--- config.mk ---
export PLATFORM = sky130hd
export DESIGN_NAME = rotation_matrix_to_quaternion_unit
export DESIGN_NICKNAME = d
export VERILOG_FILES = /design/src/rtl/rmq_pkg.sv /design/src/rtl/rotation_matrix_to_quaternion_unit.sv /design/src/rtl/rmq_sqrt.sv /design/src/rtl/rmq_div.sv
export SDC_FILE = /design/constraint.sdc
export NUM_CORES = 2
export LEC_CHECK = 0
export BUFFER_PORTS_ARGS = -buffer_cell sky130_fd_sc_hd__buf_2
export CAP_MARGIN = 20
export CORE_MARGIN = 2
export CORE_UTILIZATION = 45
export CTS_BUF_LIST = sky130_fd_sc_hd__clkbuf_4 sky130_fd_sc_hd__clkbuf_8
export DETAILED_ROUTE_END_ITERATION = 8
export SLEW_MARGIN = 10
export SYNTH_ARGS = -nofsm -noshare
export SYNTH_HDL_FRONTEND = slang
export SYNTH_SLANG_ARGS = --single-unit
--- constraint.sdc ---
create_clock -name clk -period 73.8 [get_ports clk]
set_input_delay 3.69 -clock clk [delete_from_list [all_inputs] [get_ports clk]]
set_output_delay 3.69 -clock clk [all_outputs]
set_load 0.05 [all_outputs]
--- src/rtl/rmq_pkg.sv ---
// shared widths, types and arithmetic steps for the rotation matrix to quaternion unit
`default_nettype none
package rmq_pkg;

  localparam int ELEM_W     = 16;
  localparam int CAND_W     = 19;
  localparam int PAIR_W     = 17;
  localparam int IN_W       = 144;
  localparam int OUT_W      = 72;
  localparam int SQ_IN_W    = 32;
  localparam int SQ_ROOT_W  = 16;
  localparam int SQ_REM_W   = 19;
  localparam int SQ_STAGES  = 8;
  localparam int DIV_V_W    = 15;
  localparam int DIV_NUM_W  = 29;
  localparam int DIV_Q_W    = 16;
  localparam int DIV_STAGES = 8;
  // s1, s2, sqrt stages, divider front stage plus stages, output register
  localparam int PIPE_DEPTH = 2 + SQ_STAGES + 1 + DIV_STAGES + 1;

  localparam logic signed [CAND_W-1:0] Q_ONE = 19'sd16384;

  typedef enum logic [1:0] {IDX_X, IDX_Y, IDX_Z, IDX_W} idx_t;

  typedef struct packed {
    logic [SQ_REM_W-1:0]  rem;
    logic [SQ_ROOT_W-1:0] root;
  } sq_st_t;

  typedef struct packed {
    logic [DIV_V_W-1:0] rem;
    logic [DIV_Q_W-1:0] q;
  } dv_st_t;

  // one restoring square root step, two radicand bits in
  function automatic sq_st_t sqrt_step(sq_st_t s, logic [1:0] b);
    sq_st_t o;
    logic [SQ_REM_W-1:0] r;
    logic [SQ_REM_W-1:0] t;
    r = {s.rem[SQ_REM_W-3:0], b};
    t = {1'b0, s.root, 2'b01};
    if (r >= t) begin
      o.rem  = r - t;
      o.root = {s.root[SQ_ROOT_W-2:0], 1'b1};
    end else begin
      o.rem  = r;
      o.root = {s.root[SQ_ROOT_W-2:0], 1'b0};
    end
    return o;
  endfunction

  // one restoring division step, one dividend bit in
  function automatic dv_st_t div_step(dv_st_t s, logic b, logic [DIV_V_W-1:0] v);
    dv_st_t o;
    logic [DIV_V_W:0] r;
    logic [DIV_V_W:0] d;
    r = {s.rem, b};
    d = r - {1'b0, v};
    if (r >= {1'b0, v}) begin
      o.rem = d[DIV_V_W-1:0];
      o.q   = {s.q[DIV_Q_W-2:0], 1'b1};
    end else begin
      o.rem = r[DIV_V_W-1:0];
      o.q   = {s.q[DIV_Q_W-2:0], 1'b0};
    end
    return o;
  endfunction

  // apply sign and saturate a quotient magnitude to q2.14
  function automatic logic [ELEM_W-1:0] sign_sat(logic [DIV_Q_W-1:0] q, logic neg);
    logic [DIV_Q_W:0] m;
    logic [DIV_Q_W:0] n;
    if (neg) begin
      m = (q > 16'd32768) ? 17'd32768 : {1'b0, q};
      n = -m;
      return n[ELEM_W-1:0];
    end
    return (q > 16'd32767) ? 16'd32767 : q;
  endfunction

endpackage
`default_nettype wire

--- src/rtl/rotation_matrix_to_quaternion_unit.sv ---
// top level: rotation matrix to quaternion, shepperd's method in q2.14
`default_nettype none
// Converts the upper-left 3x3 of a rotation matrix (signed q2.14, row-vector
// convention) to a quaternion (x, y, z, w) in signed q2.14 with saturation.
// The largest of the four candidates 1 +/- diagonal picks the component taken
// by square root (ties go to the lower index, reported as largest_index); the
// other three are off-diagonal sums over four times that component, rounded
// to nearest. Fully pipelined: one transaction per cycle in and out. Most of
// the depth lies in the 8-stage square root and in the divider stages after
// their front stage, each of these resolving two bits. The whole pipe advances
// whenever the output register is empty or being taken, so a stall on the
// result side holds every stage in place.
module rotation_matrix_to_quaternion_unit (
  input  wire logic                        clk,
  input  wire logic                        rst_n,
  input  wire logic                        in_tvalid,
  output logic                             in_tready,
  // e00 e01 e02 e10 e11 e12 e20 e21 e22, 16 bits each, from bit 0 up
  input  wire logic [rmq_pkg::IN_W-1:0]    in_tdata,
  output logic                             out_tvalid,
  input  wire logic                        out_tready,
  // qx qy qz qw (16 bits each), largest_index (2 bits), 6 zero bits
  output logic      [rmq_pkg::OUT_W-1:0]   out_tdata
);
  import rmq_pkg::*;

  logic en;
  logic [PIPE_DEPTH-1:0] vld_r;

  // pipe moves as one when the output slot is free or drained this cycle
  assign en         = out_tready | ~out_tvalid;
  assign in_tready  = en;
  assign out_tvalid = vld_r[PIPE_DEPTH-1];

  always_ff @(posedge clk) begin
    if (!rst_n) begin
      vld_r <= '0;
    end else if (en) begin
      vld_r <= {vld_r[PIPE_DEPTH-2:0], in_tvalid};
    end
  end

  // stage 1: candidates and off-diagonal pair sums and differences
  logic signed [ELEM_W-1:0] e [9];
  for (genvar i = 0; i < 9; i++) begin : g_unpack
    assign e[i] = in_tdata[i*ELEM_W +: ELEM_W];
  end

  logic signed [CAND_W-1:0] c00, c11, c22;
  logic signed [PAIR_W-1:0] e01, e02, e10, e12, e20, e21;
  assign c00 = CAND_W'(e[0]);
  assign c11 = CAND_W'(e[4]);
  assign c22 = CAND_W'(e[8]);
  assign e01 = PAIR_W'(e[1]);
  assign e02 = PAIR_W'(e[2]);
  assign e10 = PAIR_W'(e[3]);
  assign e12 = PAIR_W'(e[5]);
  assign e20 = PAIR_W'(e[6]);
  assign e21 = PAIR_W'(e[7]);

  logic signed [CAND_W-1:0] cand_r [4];
  logic signed [PAIR_W-1:0] p01a_r, p01d_r, p20a_r, p20d_r, p12a_r, p12d_r;

  always_ff @(posedge clk) begin
    if (en) begin
      cand_r[0] <= c00 - c11 - c22 + Q_ONE;
      cand_r[1] <= -c00 + c11 - c22 + Q_ONE;
      cand_r[2] <= -c00 - c11 + c22 + Q_ONE;
      cand_r[3] <= c00 + c11 + c22 + Q_ONE;
      p01a_r    <= e01 + e10;
      p01d_r    <= e01 - e10;
      p20a_r    <= e20 + e02;
      p20d_r    <= e20 - e02;
      p12a_r    <= e12 + e21;
      p12d_r    <= e12 - e21;
    end
  end

  // stage 2: pick the largest candidate, route the three pair terms
  idx_t                     best_nxt;
  logic signed [CAND_W-1:0] max_nxt;
  logic signed [PAIR_W-1:0] sa_nxt, sb_nxt, sc_nxt;

  always_comb begin
    best_nxt = IDX_X;
    max_nxt  = cand_r[0];
    if (cand_r[1] > max_nxt) begin
      best_nxt = IDX_Y;
      max_nxt  = cand_r[1];
    end
    if (cand_r[2] > max_nxt) begin
      best_nxt = IDX_Z;
      max_nxt  = cand_r[2];
    end
    if (cand_r[3] > max_nxt) begin
      best_nxt = IDX_W;
      max_nxt  = cand_r[3];
    end
    case (best_nxt)
      IDX_X: begin
        sa_nxt = p01a_r; sb_nxt = p20a_r; sc_nxt = p12d_r;
      end
      IDX_Y: begin
        sa_nxt = p01a_r; sb_nxt = p12a_r; sc_nxt = p20d_r;
      end
      IDX_Z: begin
        sa_nxt = p20a_r; sb_nxt = p12a_r; sc_nxt = p01d_r;
      end
      default: begin
        sa_nxt = p12d_r; sb_nxt = p20d_r; sc_nxt = p01d_r;
      end
    endcase
  end

  idx_t                     best2_r;
  logic [SQ_IN_W-1:0]       rad_r;
  logic signed [PAIR_W-1:0] sa_r, sb_r, sc_r;

  // largest candidate is always in [1.0, 7.0), so its low 17 bits are exact
  always_ff @(posedge clk) begin
    if (en) begin
      best2_r <= best_nxt;
      rad_r   <= {3'b000, max_nxt[CAND_W-3:0], 12'b0};
      sa_r    <= sa_nxt;
      sb_r    <= sb_nxt;
      sc_r    <= sc_nxt;
    end
  end

  // square root with side data delayed alongside
  logic [SQ_ROOT_W-1:0] root;

  rmq_sqrt u_sqrt (
    .clk  (clk),
    .en   (en),
    .n    (rad_r),
    .root (root)
  );

  idx_t                     best_sq_r [SQ_STAGES];
  logic signed [PAIR_W-1:0] sa_sq_r   [SQ_STAGES];
  logic signed [PAIR_W-1:0] sb_sq_r   [SQ_STAGES];
  logic signed [PAIR_W-1:0] sc_sq_r   [SQ_STAGES];

  always_ff @(posedge clk) begin
    if (en) begin
      best_sq_r[0] <= best2_r;
      sa_sq_r[0]   <= sa_r;
      sb_sq_r[0]   <= sb_r;
      sc_sq_r[0]   <= sc_r;
      for (int k = 1; k < SQ_STAGES; k++) begin
        best_sq_r[k] <= best_sq_r[k-1];
        sa_sq_r[k]   <= sa_sq_r[k-1];
        sb_sq_r[k]   <= sb_sq_r[k-1];
        sc_sq_r[k]   <= sc_sq_r[k-1];
      end
    end
  end

  // three dividers share the root as divisor
  logic [DIV_V_W-1:0] v;
  logic [DIV_Q_W-1:0] qa, qb, qc;
  logic               na, nb, nc;

  assign v = root[DIV_V_W-1:0];

  rmq_div u_div_a (
    .clk (clk), .en (en), .s (sa_sq_r[SQ_STAGES-1]), .v (v), .q (qa), .neg (na)
  );
  rmq_div u_div_b (
    .clk (clk), .en (en), .s (sb_sq_r[SQ_STAGES-1]), .v (v), .q (qb), .neg (nb)
  );
  rmq_div u_div_c (
    .clk (clk), .en (en), .s (sc_sq_r[SQ_STAGES-1]), .v (v), .q (qc), .neg (nc)
  );

  localparam int DV_DLY = DIV_STAGES + 1;

  idx_t               best_dv_r [DV_DLY];
  logic [DIV_V_W-1:0] root_dv_r [DV_DLY];

  always_ff @(posedge clk) begin
    if (en) begin
      best_dv_r[0] <= best_sq_r[SQ_STAGES-1];
      root_dv_r[0] <= v;
      for (int k = 1; k < DV_DLY; k++) begin
        best_dv_r[k] <= best_dv_r[k-1];
        root_dv_r[k] <= root_dv_r[k-1];
      end
    end
  end

  // output register: sign, saturate and place the components
  logic [ELEM_W-1:0] ra, rb, rc, rr;
  logic [ELEM_W-1:0] qx_nxt, qy_nxt, qz_nxt, qw_nxt;
  idx_t              best_o;

  assign ra     = sign_sat(qa, na);
  assign rb     = sign_sat(qb, nb);
  assign rc     = sign_sat(qc, nc);
  assign rr     = {1'b0, root_dv_r[DV_DLY-1]};
  assign best_o = best_dv_r[DV_DLY-1];

  always_comb begin
    case (best_o)
      IDX_X: begin
        qx_nxt = rr; qy_nxt = ra; qz_nxt = rb; qw_nxt = rc;
      end
      IDX_Y: begin
        qx_nxt = ra; qy_nxt = rr; qz_nxt = rb; qw_nxt = rc;
      end
      IDX_Z: begin
        qx_nxt = ra; qy_nxt = rb; qz_nxt = rr; qw_nxt = rc;
      end
      default: begin
        qx_nxt = ra; qy_nxt = rb; qz_nxt = rc; qw_nxt = rr;
      end
    endcase
  end

  logic [OUT_W-1:0] out_r;

  always_ff @(posedge clk) begin
    if (en) begin
      out_r <= {6'b000000, best_o, qw_nxt, qz_nxt, qy_nxt, qx_nxt};
    end
  end

  assign out_tdata = out_r;

endmodule
`default_nettype wire

--- src/rtl/rmq_sqrt.sv ---
// pipelined integer square root, two result bits per stage
`default_nettype none
module rmq_sqrt (
  input  wire logic                           clk,
  input  wire logic                           en,
  input  wire logic [rmq_pkg::SQ_IN_W-1:0]    n,
  output logic      [rmq_pkg::SQ_ROOT_W-1:0]  root
);
  import rmq_pkg::*;

  logic [SQ_IN_W-1:0] n_r   [SQ_STAGES];
  sq_st_t             st_r  [SQ_STAGES];
  logic [SQ_IN_W-1:0] n_in  [SQ_STAGES];
  sq_st_t             st_in [SQ_STAGES];

  for (genvar k = 0; k < SQ_STAGES; k++) begin : g_stage
    sq_st_t a_nxt, b_nxt;
    if (k == 0) begin : g_first
      assign n_in[k]  = n;
      assign st_in[k] = '0;
    end else begin : g_next
      assign n_in[k]  = n_r[k-1];
      assign st_in[k] = st_r[k-1];
    end
    always_comb begin
      a_nxt = sqrt_step(st_in[k], n_in[k][SQ_IN_W-1 -: 2]);
      b_nxt = sqrt_step(a_nxt, n_in[k][SQ_IN_W-3 -: 2]);
    end
    always_ff @(posedge clk) begin
      if (en) begin
        st_r[k] <= b_nxt;
        n_r[k]  <= {n_in[k][SQ_IN_W-5:0], 4'b0000};
      end
    end
  end

  assign root = st_r[SQ_STAGES-1].root;

endmodule
`default_nettype wire

--- src/rtl/rmq_div.sv ---
// pipelined rounded quotient s*4096/v, two quotient bits per stage
`default_nettype none
module rmq_div (
  input  wire logic                                clk,
  input  wire logic                                en,
  input  wire logic signed [rmq_pkg::PAIR_W-1:0]   s,
  input  wire logic        [rmq_pkg::DIV_V_W-1:0]  v,
  output logic             [rmq_pkg::DIV_Q_W-1:0]  q,
  output logic                                     neg
);
  import rmq_pkg::*;

  logic [PAIR_W-1:0]    mag;
  logic [DIV_NUM_W-1:0] num_nxt;
  logic [DIV_NUM_W-1:0] num_r;
  logic [DIV_V_W-1:0]   v0_r;
  logic                 neg0_r;

  // magnitude plus half divisor for round to nearest
  assign mag     = s[PAIR_W-1] ? PAIR_W'(-s) : PAIR_W'(s);
  assign num_nxt = {mag, 12'b0} + {{(DIV_NUM_W-DIV_V_W+1){1'b0}}, v[DIV_V_W-1:1]};

  always_ff @(posedge clk) begin
    if (en) begin
      num_r  <= num_nxt;
      v0_r   <= v;
      neg0_r <= s[PAIR_W-1];
    end
  end

  logic [DIV_Q_W-1:0] lo_r  [DIV_STAGES];
  dv_st_t             st_r  [DIV_STAGES];
  logic [DIV_V_W-1:0] v_r   [DIV_STAGES];
  logic               neg_r [DIV_STAGES];
  logic [DIV_Q_W-1:0] lo_in [DIV_STAGES];
  dv_st_t             st_in [DIV_STAGES];
  logic [DIV_V_W-1:0] v_in  [DIV_STAGES];
  logic               neg_in[DIV_STAGES];

  for (genvar k = 0; k < DIV_STAGES; k++) begin : g_stage
    dv_st_t a_nxt, b_nxt;
    if (k == 0) begin : g_first
      assign lo_in[k]  = num_r[DIV_Q_W-1:0];
      assign st_in[k]  = '{rem: {2'b00, num_r[DIV_NUM_W-1:DIV_Q_W]}, q: '0};
      assign v_in[k]   = v0_r;
      assign neg_in[k] = neg0_r;
    end else begin : g_next
      assign lo_in[k]  = lo_r[k-1];
      assign st_in[k]  = st_r[k-1];
      assign v_in[k]   = v_r[k-1];
      assign neg_in[k] = neg_r[k-1];
    end
    always_comb begin
      a_nxt = div_step(st_in[k], lo_in[k][DIV_Q_W-1], v_in[k]);
      b_nxt = div_step(a_nxt, lo_in[k][DIV_Q_W-2], v_in[k]);
    end
    always_ff @(posedge clk) begin
      if (en) begin
        st_r[k]  <= b_nxt;
        lo_r[k]  <= {lo_in[k][DIV_Q_W-3:0], 2'b00};
        v_r[k]   <= v_in[k];
        neg_r[k] <= neg_in[k];
      end
    end
  end

  assign q   = st_r[DIV_STAGES-1].q;
  assign neg = neg_r[DIV_STAGES-1];

endmodule
`default_nettype wire

==> reports/qor.txt <==
OUTCOME
-------------------------------------------------------------------------
Result of the run .......................................... complete, no violations

FLOORPLAN
-------------------------------------------------------------------------
Die Y-Extent ...............................................     506.2 um
Number of standard-cell rows in the floorplan ..............          184
Initial cell density of the core ...........................       45.18%
Die outline width ..........................................     506.2 um
Area enclosed by the die boundary ..........................   256200 um2
Placeable core region ......................................   251200 um2
Total I/O pin count ........................................          222

WORST SETUP PATH
-------------------------------------------------------------------------
Crit path capture type .....................................         flop
Crit Path Class ............................................      reg2reg
Data required time at the worst endpoint ...................     74.54 ns
Startpoint types ...........................................         flop
Slowest cell on crit path .................................. sky130_fd_sc_hd__ha_2
Buf/Inv on CP ..............................................            2
Arrival @ worst endpoint ...................................      9.68 ns
Largest driver fanout on the critical path .................           68
Max stage delay on crit path ...............................      0.89 ns
Top cell family by delay on the critical path .............. compound AO/OA/AOI/OAI gates

TIMING
-------------------------------------------------------------------------
TNS Setup ..................................................         0 ns
Final clock skew ...........................................    0.1168 ns
Worst relative slew slack ..................................       29.34%
Setup Viol. Count Final ....................................            0
Post-route clock period utilization ........................       12.12%
Tmin final .................................................     8.941 ns
Unrepaired setup endpoints after global routing ............        false
Max Slew Vio Count .........................................            0
Max Freq ...................................................    111.8 MHz
Actual transition at the worst max-transition pin ..........     1.057 ns
Final number of hold-violating endpoints ...................            0

YOSYS
-------------------------------------------------------------------------
Post-synthesis instance area ...............................   113500 um2
Async set-reset flop share out of synthesis ................           0%
Number of storage elements in the synthesis netlist ........         1725
Post-synthesis average cell area ...........................    10.87 um2
Count of flip-flops with a built-in enable after synthesis .         1705
Number of library cell types mapped by synthesis ...........          111
Number of warning messages in the yosys log ................            0
Sequential fraction of the synthesis area ..................       45.47%
Post-synthesis instance total ..............................       10.45k
Dominant synthesized flop cell ............................. sky130_fd_sc_hd__edfxtp_1

GLOBAL ROUTING
-------------------------------------------------------------------------
Initial antenna violation count ............................            7
GR Overflow Total ..........................................            0
Via count of the first global-routing pass .................       79.98k
GRT Overall Usage ..........................................       21.77%
Pin count of the biggest net entering global routing .......          175
First-pass GRT wire length .................................    444700 um

CLOCK NETWORK
-------------------------------------------------------------------------
TritonCTS clock tree .......................................         done
Clock transition at path regs ..............................      0.06 ns
Buffer levels on the longest clock path ....................            4
PostCTS Resize Cnt .........................................            0
H-Tree Depth ...............................................            5
TritonCTS sink count .......................................         1725
Buffers inserted during post-CTS setup optimization ........            0
Skew-Pair Late Insertion Delay .............................      1.07 ns
Hold-fix buffer count after cts ............................            0
Root Driver ................................................ sky130_fd_sc_hd__clkbuf_8
Number of buffers added by the clock tree synthesis step ...          310

DRT
-------------------------------------------------------------------------
Post-route ant nets ........................................            0
Number of detailed-route iterations in the first pass ......            6
Aggregate routed wire length ...............................    285700 um
Iter 0 DRT Violations ......................................         6074
Routed length per instance .................................     19.86 um
Vias .......................................................       81.09k
Post-route DRC .............................................            0
Number of vias per cell after detailed routing .............        5.636

PLACED DESIGN
-------------------------------------------------------------------------
Number of buffer cells added on primary ports ..............          215
Post-detail-place hpwl .....................................    218800 um
Post-place instance area ...................................   118500 um2
RePlAce Congestion .........................................       0.9396

LAYOUT
-------------------------------------------------------------------------
Count of nets after finishing ..............................       12.23k
Final instance area ........................................   124500 um2
Number of fill cells in the layout .........................       22.65k
Layout cell share with drive strength beyond 1 .............       12.00%
Register Area ..............................................    51600 um2
Layout overhead on the synthesized area ....................       9.724%
Multi-input gate area ......................................    58330 um2

JOB
-------------------------------------------------------------------------
Number of violations of the max-capacitance limit ..........            0

HOLD PATH
-------------------------------------------------------------------------
Path type of the worst min-delay path ......................      reg2reg

cell families (layout without fill, tap and decap cells):
| logic type | Yosys count | after routing | synth area share [%] |
|---|---|---|---|
| muxes | 481 | 481 | 4.688 |
| other | 1 | 12 | 0.003304 |
| AOI/OAI and AO/OA | 2484 | 2484 | 13.90 |
| xor gates and xnor gates | 815 | 815 | 6.290 |
| buffers and inverters | 947 | 1531 | 3.213 |
| and+or+nand+nor | 2742 | 2742 | 11.81 |
| adders and majority gates | 1250 | 1250 | 14.63 |
| DFF | 1725 | 1725 | 45.47 |
layer usage:
| metal | global-route usage (%) | share of wire, % | wire, um | vias to the layer above |
|---|---|---|---|---|
| li1 | - | - | - | 39630 |
| met1 | 29.13 | 45 | 129500 | 39000 |
| met2 | 36.74 | 48 | 136200 | 2014 |
| met3 | 2.983 | 4.4 | 12650 | 435 |
| met4 | 6.331 | 2.6 | 7298 | 2 |
| met5 | 0 | 0.0070 | 20 | - |
worst register-to-register path, delay by kind of cell, from the launching register on:
| family | cells | cell delay [ns] |
|---|---|---|
| simple gates | 10 | 1.93 |
| fa+ha+maj | 4 | 1.87 |
| compound gates | 13 | 3.96 |
| buf+inv | 2 | 0.47 |
| flops | 1 | 0.39 |
per-stage QoR:
stage	hold slack [ns]	instances	setup WS (ns)	util, %
4_1_cts	0.3437	14380	63.99	49.53
5_1_grt	0.3772	14390	64.08	49.58
2_1_floorplan	0.4003	10450	19.73	-
3_3_place_gp	0.4002	13860	63.75	47.17
3_5_place_dp	0.4045	13860	64.04	47.17
6_report	0.3641	14390	64.86	49.58
cells in the final DEF (no fill, tap or decap), types with 26 or more instances in the layout:
master / synthesis / layout
sky130_fd_sc_hd__a211o_1: 38 / 38
sky130_fd_sc_hd__a211oi_1: 80 / 79
sky130_fd_sc_hd__a21boi_0: 61 / 61
sky130_fd_sc_hd__a21o_1: 198 / 198
sky130_fd_sc_hd__a21oi_1: 710 / 707
sky130_fd_sc_hd__a22oi_1: 34 / 34
sky130_fd_sc_hd__a31o_2: 55 / 55
sky130_fd_sc_hd__a31oi_1: 71 / 71
sky130_fd_sc_hd__and2_1: 67 / 67
sky130_fd_sc_hd__and3_1: 53 / 53
sky130_fd_sc_hd__buf_2: 23 / 215
sky130_fd_sc_hd__buf_4: 9 / 62
sky130_fd_sc_hd__clkbuf_4: 0 / 81
sky130_fd_sc_hd__clkbuf_8: 0 / 320
sky130_fd_sc_hd__clkinv_1: 7 / 69
sky130_fd_sc_hd__clkinv_2: 0 / 29
sky130_fd_sc_hd__edfxtp_1: 1705 / 1705
sky130_fd_sc_hd__fa_1: 129 / 129
sky130_fd_sc_hd__ha_1: 1120 / 1119
sky130_fd_sc_hd__inv_1: 720 / 719
sky130_fd_sc_hd__mux2_2: 401 / 401
sky130_fd_sc_hd__mux2i_1: 77 / 77
sky130_fd_sc_hd__nand2_1: 688 / 687
sky130_fd_sc_hd__nand2b_1: 97 / 97
sky130_fd_sc_hd__nand3_1: 244 / 244
sky130_fd_sc_hd__nand4_1: 160 / 160
sky130_fd_sc_hd__nor2_1: 683 / 683
sky130_fd_sc_hd__nor2b_1: 129 / 129
sky130_fd_sc_hd__nor3_1: 257 / 257
sky130_fd_sc_hd__nor4_1: 77 / 77
sky130_fd_sc_hd__o211ai_1: 53 / 53
sky130_fd_sc_hd__o21a_1: 98 / 98
sky130_fd_sc_hd__o21ai_0: 619 / 615
sky130_fd_sc_hd__o21bai_1: 96 / 96
sky130_fd_sc_hd__o31ai_1: 78 / 78
sky130_fd_sc_hd__o41ai_1: 26 / 26
sky130_fd_sc_hd__or2_2: 62 / 62
sky130_fd_sc_hd__or3_1: 108 / 108
sky130_fd_sc_hd__xnor2_1: 541 / 541
sky130_fd_sc_hd__xor2_1: 274 / 274
worst paths after layout:
path / from / end / slack, ns / depth (start not counted)
max: cand_r[1][18] / sa_r[6] / 64.86 / 29
min: sc_sq_r[0][53] / sc_sq_r[1][2] / 0.36 / 0
max reg2reg: cand_r[1][18] / sa_r[6] / 64.86 / 29
min reg2reg: sc_sq_r[0][53] / sc_sq_r[1][2] / 0.36 / 0
sequential cells by signal (all words and copies together) (netlist names), 20 cells and up:
name / count
u_div_a.st_r: 177
u_div_b.st_r: 177
u_div_c.st_r: 177
u_sqrt.st_r: 165
sa_sq_r: 136
sb_sq_r: 136
sc_sq_r: 136
cand_r: 73
out_tdata: 66
u_div_a.v_r: 60
u_sqrt.n_r: 40
root_dv_r: 32
u_div_c.num_r: 29
u_div_c.v_r: 29
vld_r: 20
Yosys cell counts (244+ instances only):
cell	n	area, um2
sky130_fd_sc_hd__edfxtp_1	1705	51200
sky130_fd_sc_hd__xor2_1	274	2400
sky130_fd_sc_hd__a21oi_1	710	3553
sky130_fd_sc_hd__xnor2_1	541	4738
sky130_fd_sc_hd__nor3_1	257	1286
sky130_fd_sc_hd__nand2_1	688	2582
sky130_fd_sc_hd__nor2_1	683	2564
sky130_fd_sc_hd__inv_1	720	2703
sky130_fd_sc_hd__nand3_1	244	1221
sky130_fd_sc_hd__o21ai_0	619	3098
sky130_fd_sc_hd__mux2_2	401	4516
sky130_fd_sc_hd__ha_1	1120	14010
cell type report:
class                   count  area share (%)
flip-flops and latches   1725           41.44
repair buffers            285           1.381
well taps                3348           3.364
inverters                 728           2.202
diodes                      5         0.01005
clock inverters           117          0.7365
clock buffers             401           4.025
multi-input cells        7779           46.85
Power is left out: the tool's default activity adds up to more than one toggle a clock period on the data nets, which glitch-free logic cannot reach.
